<file path="config.mk">
export PLATFORM = sky130hd
export DESIGN_NAME = buzzer_pattern_sequencer
export DESIGN_NICKNAME = d
export VERILOG_FILES = /design/src/rtl/core/bzs_pkg.sv /design/src/rtl/core/buzzer_pattern_sequencer.sv /design/src/rtl/core/bzs_in_reg.sv /design/src/rtl/core/bzs_seq_core.sv /design/src/rtl/core/bzs_out_reg.sv
export SDC_FILE = /design/constraint.sdc
export NUM_CORES = 1
export LEC_CHECK = 0
export BUFFER_PORTS_ARGS = -buffer_cell sky130_fd_sc_hd__buf_2
export CELL_PAD_IN_SITES_DETAIL_PLACEMENT = 2
export CELL_PAD_IN_SITES_GLOBAL_PLACEMENT = 2
export CORE_MARGIN = 2
export CORE_UTILIZATION = 40
export CTS_CLUSTER_SIZE = 8
export DETAILED_ROUTE_END_ITERATION = 10
export PLACE_DENSITY_LB_ADDON = 0.15
export RECOVER_POWER = 25
export SKIP_CTS_REPAIR_TIMING = 1
export SYNTH_ARGS = -nofsm -noshare
export SYNTH_HDL_FRONTEND = slang
export SYNTH_SLANG_ARGS = --single-unit
</file>
<file path="constraint.sdc">
create_clock -name clk -period 10.7 [get_ports clk]
set_input_delay 0.535 -clock clk [delete_from_list [all_inputs] [get_ports clk]]
set_output_delay 0.535 -clock clk [all_outputs]
set_load 0.005 [all_outputs]
</file>
<file path="src/rtl/core/bzs_pkg.sv">
// Shared types, codes and step tables for the buzzer pattern sequencer.
`timescale 1ns / 1ps
`default_nettype none

package bzs_pkg;

	// Step table geometry and field widths.
	localparam int StepCount = 11;
	localparam int StepW     = 4;
	localparam int ElapsedW  = 9;
	localparam int ToneW     = 12;

	localparam logic [StepW-1:0]    LastRomStep = StepW'(StepCount - 1);
	localparam logic [ElapsedW-1:0] ElapsedMax  = '1;

	// Item kind codes.
	typedef enum logic {
		KIND_PLAY = 1'b0,
		KIND_TICK = 1'b1
	} bzs_kind_t;

	// Input beat: a play request or a millisecond tick.
	typedef struct packed {
		bzs_kind_t  kind;
		logic [1:0] sound;
	} bzs_in_t;

	// Result beat: current tone and playing flag.
	typedef struct packed {
		logic [ToneW-1:0] tone_hz;
		logic             playing;
	} bzs_out_t;

	// Tone frequency of each ROM step, in hertz.
	function automatic logic [ToneW-1:0] step_freq(input logic [StepW-1:0] idx);
		logic [ToneW-1:0] f;
		case (idx)
			4'd0:    f = 12'd1000;
			4'd1:    f = 12'd0;
			4'd2:    f = 12'd1500;
			4'd3:    f = 12'd2000;
			4'd4:    f = 12'd0;
			4'd5:    f = 12'd600;
			4'd6:    f = 12'd0;
			4'd7:    f = 12'd600;
			4'd8:    f = 12'd0;
			4'd9:    f = 12'd600;
			default: f = 12'd2500;
		endcase
		return f;
	endfunction

	// Duration of each ROM step, in milliseconds.
	function automatic logic [ElapsedW-1:0] step_dur(input logic [StepW-1:0] idx);
		logic [ElapsedW-1:0] d;
		case (idx)
			4'd0:    d = 9'd60;
			4'd1:    d = 9'd30;
			4'd2:    d = 9'd80;
			4'd3:    d = 9'd40;
			4'd4:    d = 9'd40;
			4'd5:    d = 9'd100;
			4'd6:    d = 9'd100;
			4'd7:    d = 9'd100;
			4'd8:    d = 9'd100;
			4'd9:    d = 9'd100;
			default: d = 9'd300;
		endcase
		return d;
	endfunction

	// First ROM step of each pattern.
	function automatic logic [StepW-1:0] pat_first(input logic [1:0] sound);
		logic [StepW-1:0] s;
		case (sound)
			2'd0:    s = 4'd0;
			2'd1:    s = 4'd3;
			2'd2:    s = 4'd5;
			default: s = 4'd10;
		endcase
		return s;
	endfunction

	// Last ROM step of each pattern.
	function automatic logic [StepW-1:0] pat_last(input logic [1:0] sound);
		logic [StepW-1:0] s;
		case (sound)
			2'd0:    s = 4'd2;
			2'd1:    s = 4'd4;
			2'd2:    s = 4'd9;
			default: s = 4'd10;
		endcase
		return s;
	endfunction

endpackage

`default_nettype wire

</file>
<file path="src/rtl/core/buzzer_pattern_sequencer.sv">
// Buzzer pattern sequencer: top level.
//
// Input channel (item_valid / item_stall / item): each beat is either a play
// request that selects one of four alert patterns, or a one-millisecond tick.
// Output channel (result_valid / result_stall / result): exactly one result
// beat per input beat, in order, carrying the tone frequency and playing flag
// after that beat has been applied.
// Configuration: cfg_we writes cfg_data into the sound enable bit. While it
// is clear, play requests are refused; a pattern already running finishes.
// An accepted beat passes the input register, then the result register.
// Throughput is one beat per cycle unless the receiver stalls; the pattern
// state is updated in the single compute step between the two registers.
// Reset clears both stages and returns to idle with sound enabled.
// When the receiver stalls, the result register holds its beat and the input
// register can still take one more beat; item_stall rises only when both
// stages are full.
`timescale 1ns / 1ps
`default_nettype none

module buzzer_pattern_sequencer import bzs_pkg::*; (
	input  wire logic    clk,
	input  wire logic    arst_n,
	input  wire logic    item_valid,
	output logic         item_stall,
	input  wire bzs_in_t item,
	output logic         result_valid,
	input  wire logic    result_stall,
	output bzs_out_t     result,
	input  wire logic    cfg_we,
	input  wire logic    cfg_data
);

	logic     advance;
	logic     valid_s1;
	bzs_in_t  item_s1;
	bzs_out_t res_d;

	// Input register.
	bzs_in_reg u_in (
		.clk        (clk),
		.arst_n     (arst_n),
		.item_valid (item_valid),
		.item_stall (item_stall),
		.item       (item),
		.advance    (advance),
		.valid_s1   (valid_s1),
		.item_s1    (item_s1)
	);

	// Pattern state and step logic.
	bzs_seq_core u_core (
		.clk      (clk),
		.arst_n   (arst_n),
		.fire     (valid_s1 && advance),
		.item_s1  (item_s1),
		.cfg_we   (cfg_we),
		.cfg_data (cfg_data),
		.res_d    (res_d)
	);

	// Result register.
	bzs_out_reg u_out (
		.clk          (clk),
		.arst_n       (arst_n),
		.valid_s1     (valid_s1),
		.res_d        (res_d),
		.advance      (advance),
		.result_valid (result_valid),
		.result_stall (result_stall),
		.result       (result)
	);

endmodule

`default_nettype wire

</file>
<file path="src/rtl/core/bzs_in_reg.sv">
// Input register stage of the buzzer pattern sequencer.
`timescale 1ns / 1ps
`default_nettype none

module bzs_in_reg import bzs_pkg::*; (
	input  wire logic    clk,
	input  wire logic    arst_n,
	input  wire logic    item_valid,
	output logic         item_stall,
	input  wire bzs_in_t item,
	input  wire logic    advance,
	output logic         valid_s1,
	output bzs_in_t      item_s1
);

	// The stage takes a new beat when it is empty or its beat moves on.
	logic load;

	assign load       = !valid_s1 || advance;
	assign item_stall = !load;

	// Valid flag of the stage.
	always_ff @(posedge clk or negedge arst_n) begin
		if (!arst_n) begin
			valid_s1 <= 1'b0;
		end else if (load) begin
			valid_s1 <= item_valid;
		end
	end

	// Payload of the stage.
	always_ff @(posedge clk) begin
		if (load && item_valid) begin
			item_s1 <= item;
		end
	end

endmodule

`default_nettype wire

</file>
<file path="src/rtl/core/bzs_seq_core.sv">
// Pattern state and next-state logic of the buzzer pattern sequencer.
`timescale 1ns / 1ps
`default_nettype none

module bzs_seq_core import bzs_pkg::*; (
	input  wire logic    clk,
	input  wire logic    arst_n,
	input  wire logic    fire,
	input  wire bzs_in_t item_s1,
	input  wire logic    cfg_we,
	input  wire logic    cfg_data,
	output bzs_out_t     res_d
);

	logic                sound_enable_q;
	logic [StepW-1:0]    rom_step_q;
	logic [StepW-1:0]    last_step_q;
	logic [ElapsedW-1:0] elapsed_q;
	logic                active_q;

	logic [StepW-1:0]    rom_step_d;
	logic [StepW-1:0]    last_step_d;
	logic [ElapsedW-1:0] elapsed_d;
	logic                active_d;
	logic [ElapsedW-1:0] elapsed_inc;
	logic [StepW-1:0]    cur_idx;
	logic [StepW-1:0]    new_idx;

	// ROM index of the current step, clamped to the table.
	assign cur_idx = (rom_step_q > LastRomStep) ? LastRomStep : rom_step_q;
	assign elapsed_inc = (elapsed_q < ElapsedMax) ? elapsed_q + 1'b1 : elapsed_q;

	// Next state for the beat in the input stage.
	always_comb begin
		rom_step_d  = rom_step_q;
		last_step_d = last_step_q;
		elapsed_d   = elapsed_q;
		active_d    = active_q;
		if (item_s1.kind == KIND_PLAY) begin
			if (sound_enable_q) begin
				rom_step_d  = pat_first(item_s1.sound);
				last_step_d = pat_last(item_s1.sound);
				elapsed_d   = '0;
				active_d    = 1'b1;
			end
		end else if (active_q) begin
			elapsed_d = elapsed_inc;
			if (elapsed_inc >= step_dur(cur_idx)) begin
				if (rom_step_q >= last_step_q) begin
					active_d = 1'b0;
				end else begin
					rom_step_d = rom_step_q + 1'b1;
					elapsed_d  = '0;
				end
			end
		end
	end

	// Result from the updated state.
	assign new_idx = (rom_step_d > LastRomStep) ? LastRomStep : rom_step_d;
	assign res_d.tone_hz = active_d ? step_freq(new_idx) : '0;
	assign res_d.playing = active_d;

	// Enable register and pattern state.
	always_ff @(posedge clk or negedge arst_n) begin
		if (!arst_n) begin
			sound_enable_q <= 1'b1;
			rom_step_q     <= '0;
			last_step_q    <= '0;
			elapsed_q      <= '0;
			active_q       <= 1'b0;
		end else begin
			if (cfg_we) begin
				sound_enable_q <= cfg_data;
			end
			if (fire) begin
				rom_step_q  <= rom_step_d;
				last_step_q <= last_step_d;
				elapsed_q   <= elapsed_d;
				active_q    <= active_d;
			end
		end
	end

endmodule

`default_nettype wire

</file>
<file path="src/rtl/core/bzs_out_reg.sv">
// Result register stage of the buzzer pattern sequencer.
`timescale 1ns / 1ps
`default_nettype none

module bzs_out_reg import bzs_pkg::*; (
	input  wire logic     clk,
	input  wire logic     arst_n,
	input  wire logic     valid_s1,
	input  wire bzs_out_t res_d,
	output logic          advance,
	output logic          result_valid,
	input  wire logic     result_stall,
	output bzs_out_t      result
);

	// The register can take a result when it is empty or being drained.
	assign advance = !result_valid || !result_stall;

	// Valid flag of the result register.
	always_ff @(posedge clk or negedge arst_n) begin
		if (!arst_n) begin
			result_valid <= 1'b0;
		end else if (advance) begin
			result_valid <= valid_s1;
		end
	end

	// Result payload.
	always_ff @(posedge clk) begin
		if (advance && valid_s1) begin
			result <= res_d;
		end
	end

endmodule

`default_nettype wire

</file>
==> flow_summary.toml <==
[run_status]
outcome = "finished, final reports clean"

[worst_setup_path]
critPathLaunchType = "register"
path_max_fanout = 8
critical-path-slowest-cell = "dfrtp_1"
cp-end-kind = "register"
path_cells = "inv_1 -> ha_1 -> nor2b_1 -> o21ai_0 -> nand2_1 -> inv_1 -> ha_1 -> or3_1 -> ha_1 -> and3_1 -> a31oi_1 -> a21oi_1 -> nand4_1 -> a31oi_1 -> o211a_1 -> a21o_1 -> inv_1 -> ha_1 -> nand3_1 -> o221ai_1"
timing.critical_path.mode_cell = "ha_1"
worstPathArrival_ps = 4750
critPathKind = "reg2reg"
cp_data_required_time_ps = 10710
cp_slowest_stage_delay_ps = 530

[power]
sequentialPowerShare_pct = 41.0
swShare_pct = 41.0
clock_power_share_pct = 19.5
irDropWorstVdd_uv = 101
report.power.total_uw = 484
intPower_uw = 286
p_sw_uw = 199
p_leak_nw = 1.21
powerDensity_nw_per_um2 = 186
power_frac_comb_pct = 39.4

[timing]
setup_viol = 0
fin_crit_ps = 4740
timing.hold.ws_ps = 421
slew_headroom_pct = 11.3
period_share_pct = 44.3
final_hold_viol_count = 0
max_freq_mhz = 211
setup-tns-final_ps = 0
worst_pin_slew_ps = 1330
grt_setup_unrepaired = "no"
finalMaxSlewViolations = 0
fin_skew_ps = 8.23
final.setup.worst_slack_ps = 5960

[synthesis]
netlist_instances = 250
synth-edff-count = 13
ys.flop_type = "dfrtp_1"
syn_area_per_cell_um2 = 9.57
ys_warn_count = 0
synth.distinct_cells = 55
synthArstFlopShare_pct = 61.8
synthesis.area_um2 = 2390
ys_seq_area_share_pct = 38.3
synth_seq_cells = 34

[floorplan]
start_util_pct = 40.9
die_w_um = 81.3
coreArea_um2 = 5850
ios = 24
die_h_um = 81.3
rows = 28
dieArea_um2 = 6620

[placed_design]
routabilityCongestion = 0.864
post-place-ws_ps = 6040
hpwl_um = 4950
portBuffers = 21

[drt]
drcViolationCount = 0
viasPerCell = 5.74
routed_wirelength_um = 6370
ant_nets = 0
wl_per_cell_um = 18.6
drt_iter0_markers = 64
first_pass_iters = 4
num_vias = 1962

[grt]
grt_max_degree = 22
grt_first_pass_wirelength_um = 10600
grt_overflow_total = 0
track_usage_pct = 21.2
grt_antenna_before_repair = 0
grt_pass1_vias = 2019

[worst_hold_path]
worstHoldPathType = "in2reg"

[clock_tree]
cts_sinks = 34
clock_path_buffers = 2
cts_buffers = 5
cts-htree-levels = 2
worstSkewPairLatency_ps = 290
clkTransAtPathRegs_ps = 80
cts_tree = "yes"
cts-root-buf = "clkbuf_8"

[layout]
nets = 299
fill_cells = 664
final_cell_mix = "ha_1 (24), nand2_1 (21), buf_2 (20), dfrtp_1 (20), inv_1 (17)"
final_common_cell = "ha_1"
drive_gt1_share_pct = 15.7
diodes = 0
syn_to_final_growth_pct = 9.10

[flow_run]
drv_cap = 0
stage by stage:
| step | cell area, um2 | std cells | util, % |
|---|---|---|---|
| after floorplan | 2400 | 251 | - |
| after global placement | 2530 | 334 | 43.2 |
| after detailed placement | 2530 | 334 | 43.2 |
| after CTS | 2610 | 342 | 44.6 |
| after global routing | 2610 | 342 | 44.6 |
| final | 2610 | 342 | 44.6 |
critical path: cells and delay by family, from the launching register on:
family          cells  cell delay (ps)
simple gates        6             1120
buf+inv             3              310
flops               1              530
fa+ha+maj           4              930
compound gates      7             1550
state kept, by name (all words and copies together) (netlist names):
register,flops
u_core.last_step_q,4
u_core.active_q,1
u_core.rom_step_q,4
u_core.elapsed_q,9
u_in.item_s1,3
u_out.result_valid,1
u_core.sound_enable_q,1
u_out.result,10
u_in.valid_s1,1
logic make-up (layout without fill, tap and decap cells):
logic type | Yosys count | in the layout | share of synthesized area (%)
and+or+nand+nor | 83 | 83 | 18.4
AOI/OAI and AO/OA | 65 | 65 | 19.8
DFF | 34 | 34 | 38.3
buffers and inverters | 30 | 46 | 5.39
adders and majority gates | 24 | 24 | 12.6
muxes | 7 | 7 | 3.19
xor gates and xnor gates | 6 | 6 | 2.20
other | 1 | 2 | 0.157
worst paths after layout:
check                                           from                   end  slack, ps  depth (start not counted)
worst max-delay path            u_core.rom_step_q[0]      u_out.result[10]       5960                         20
max in group asynchronous                     arst_n  u_core.rom_step_q[3]       9390                          1
worst min-delay path                         item[1]       u_in.item_s1[1]        420                          1
min in group asynchronous                     arst_n         u_in.valid_s1        520                          1
worst min register to register         u_in.valid_s1    u_out.result_valid        530                          1
worst max register to register  u_core.rom_step_q[0]      u_out.result[10]       5960                         20
per-layer routing:
metal,vias to the layer above,GRT usage [%],routed length (um)
li1,938,-,-
met3,7,3.33,143
met4,0,5.59,68
met1,990,29.3,3100
met5,-,0,0
met2,27,34.3,3050
power by group through the flow:
stage | Combinational [mW] | Sequential [mW] | Clock (mW)
after detailed placement | 0.192 | 0.202 | 0
after global placement | 0.181 | 0.199 | 0
after CTS | 0.195 | 0.199 | 0.0972
after floorplan | 0.146 | 0.182 | 0
final | 0.191 | 0.199 | 0.0947
after global routing | 0.221 | 0.204 | 0.102
area by class of cell:
type | count | area (um2) | area share (%)
Tap cell | 75 | 93.8 | 3.60
Sequential cell | 34 | 917 | 35.1
Timing Repair Buffer | 21 | 104 | 3.98
Clock buffer | 6 | 72.6 | 2.78
Inverter | 17 | 63.8 | 2.44
Clock inverter | 2 | 8.76 | 0.336
Multi-Input combinational cell | 187 | 1350 | 51.7
cell usage after synthesis, types with 6 or more instances:
library cell / instances / area share (%)
o21ai_0: 16 / 3.3
a21oi_1: 8 / 1.7
a21o_1: 6 / 1.9
clkbuf_1: 7 / 1.1
nor2_1: 9 / 1.4
nand4_1: 8 / 2.1
dfrtp_1: 20 / 21
nand2b_1: 8 / 2.1
ha_1: 24 / 13
inv_1: 17 / 2.7
nand3_1: 8 / 1.7
nand2_1: 21 / 3.3
edfxtp_1: 13 / 16
Power figures use the tool's default switching activity.
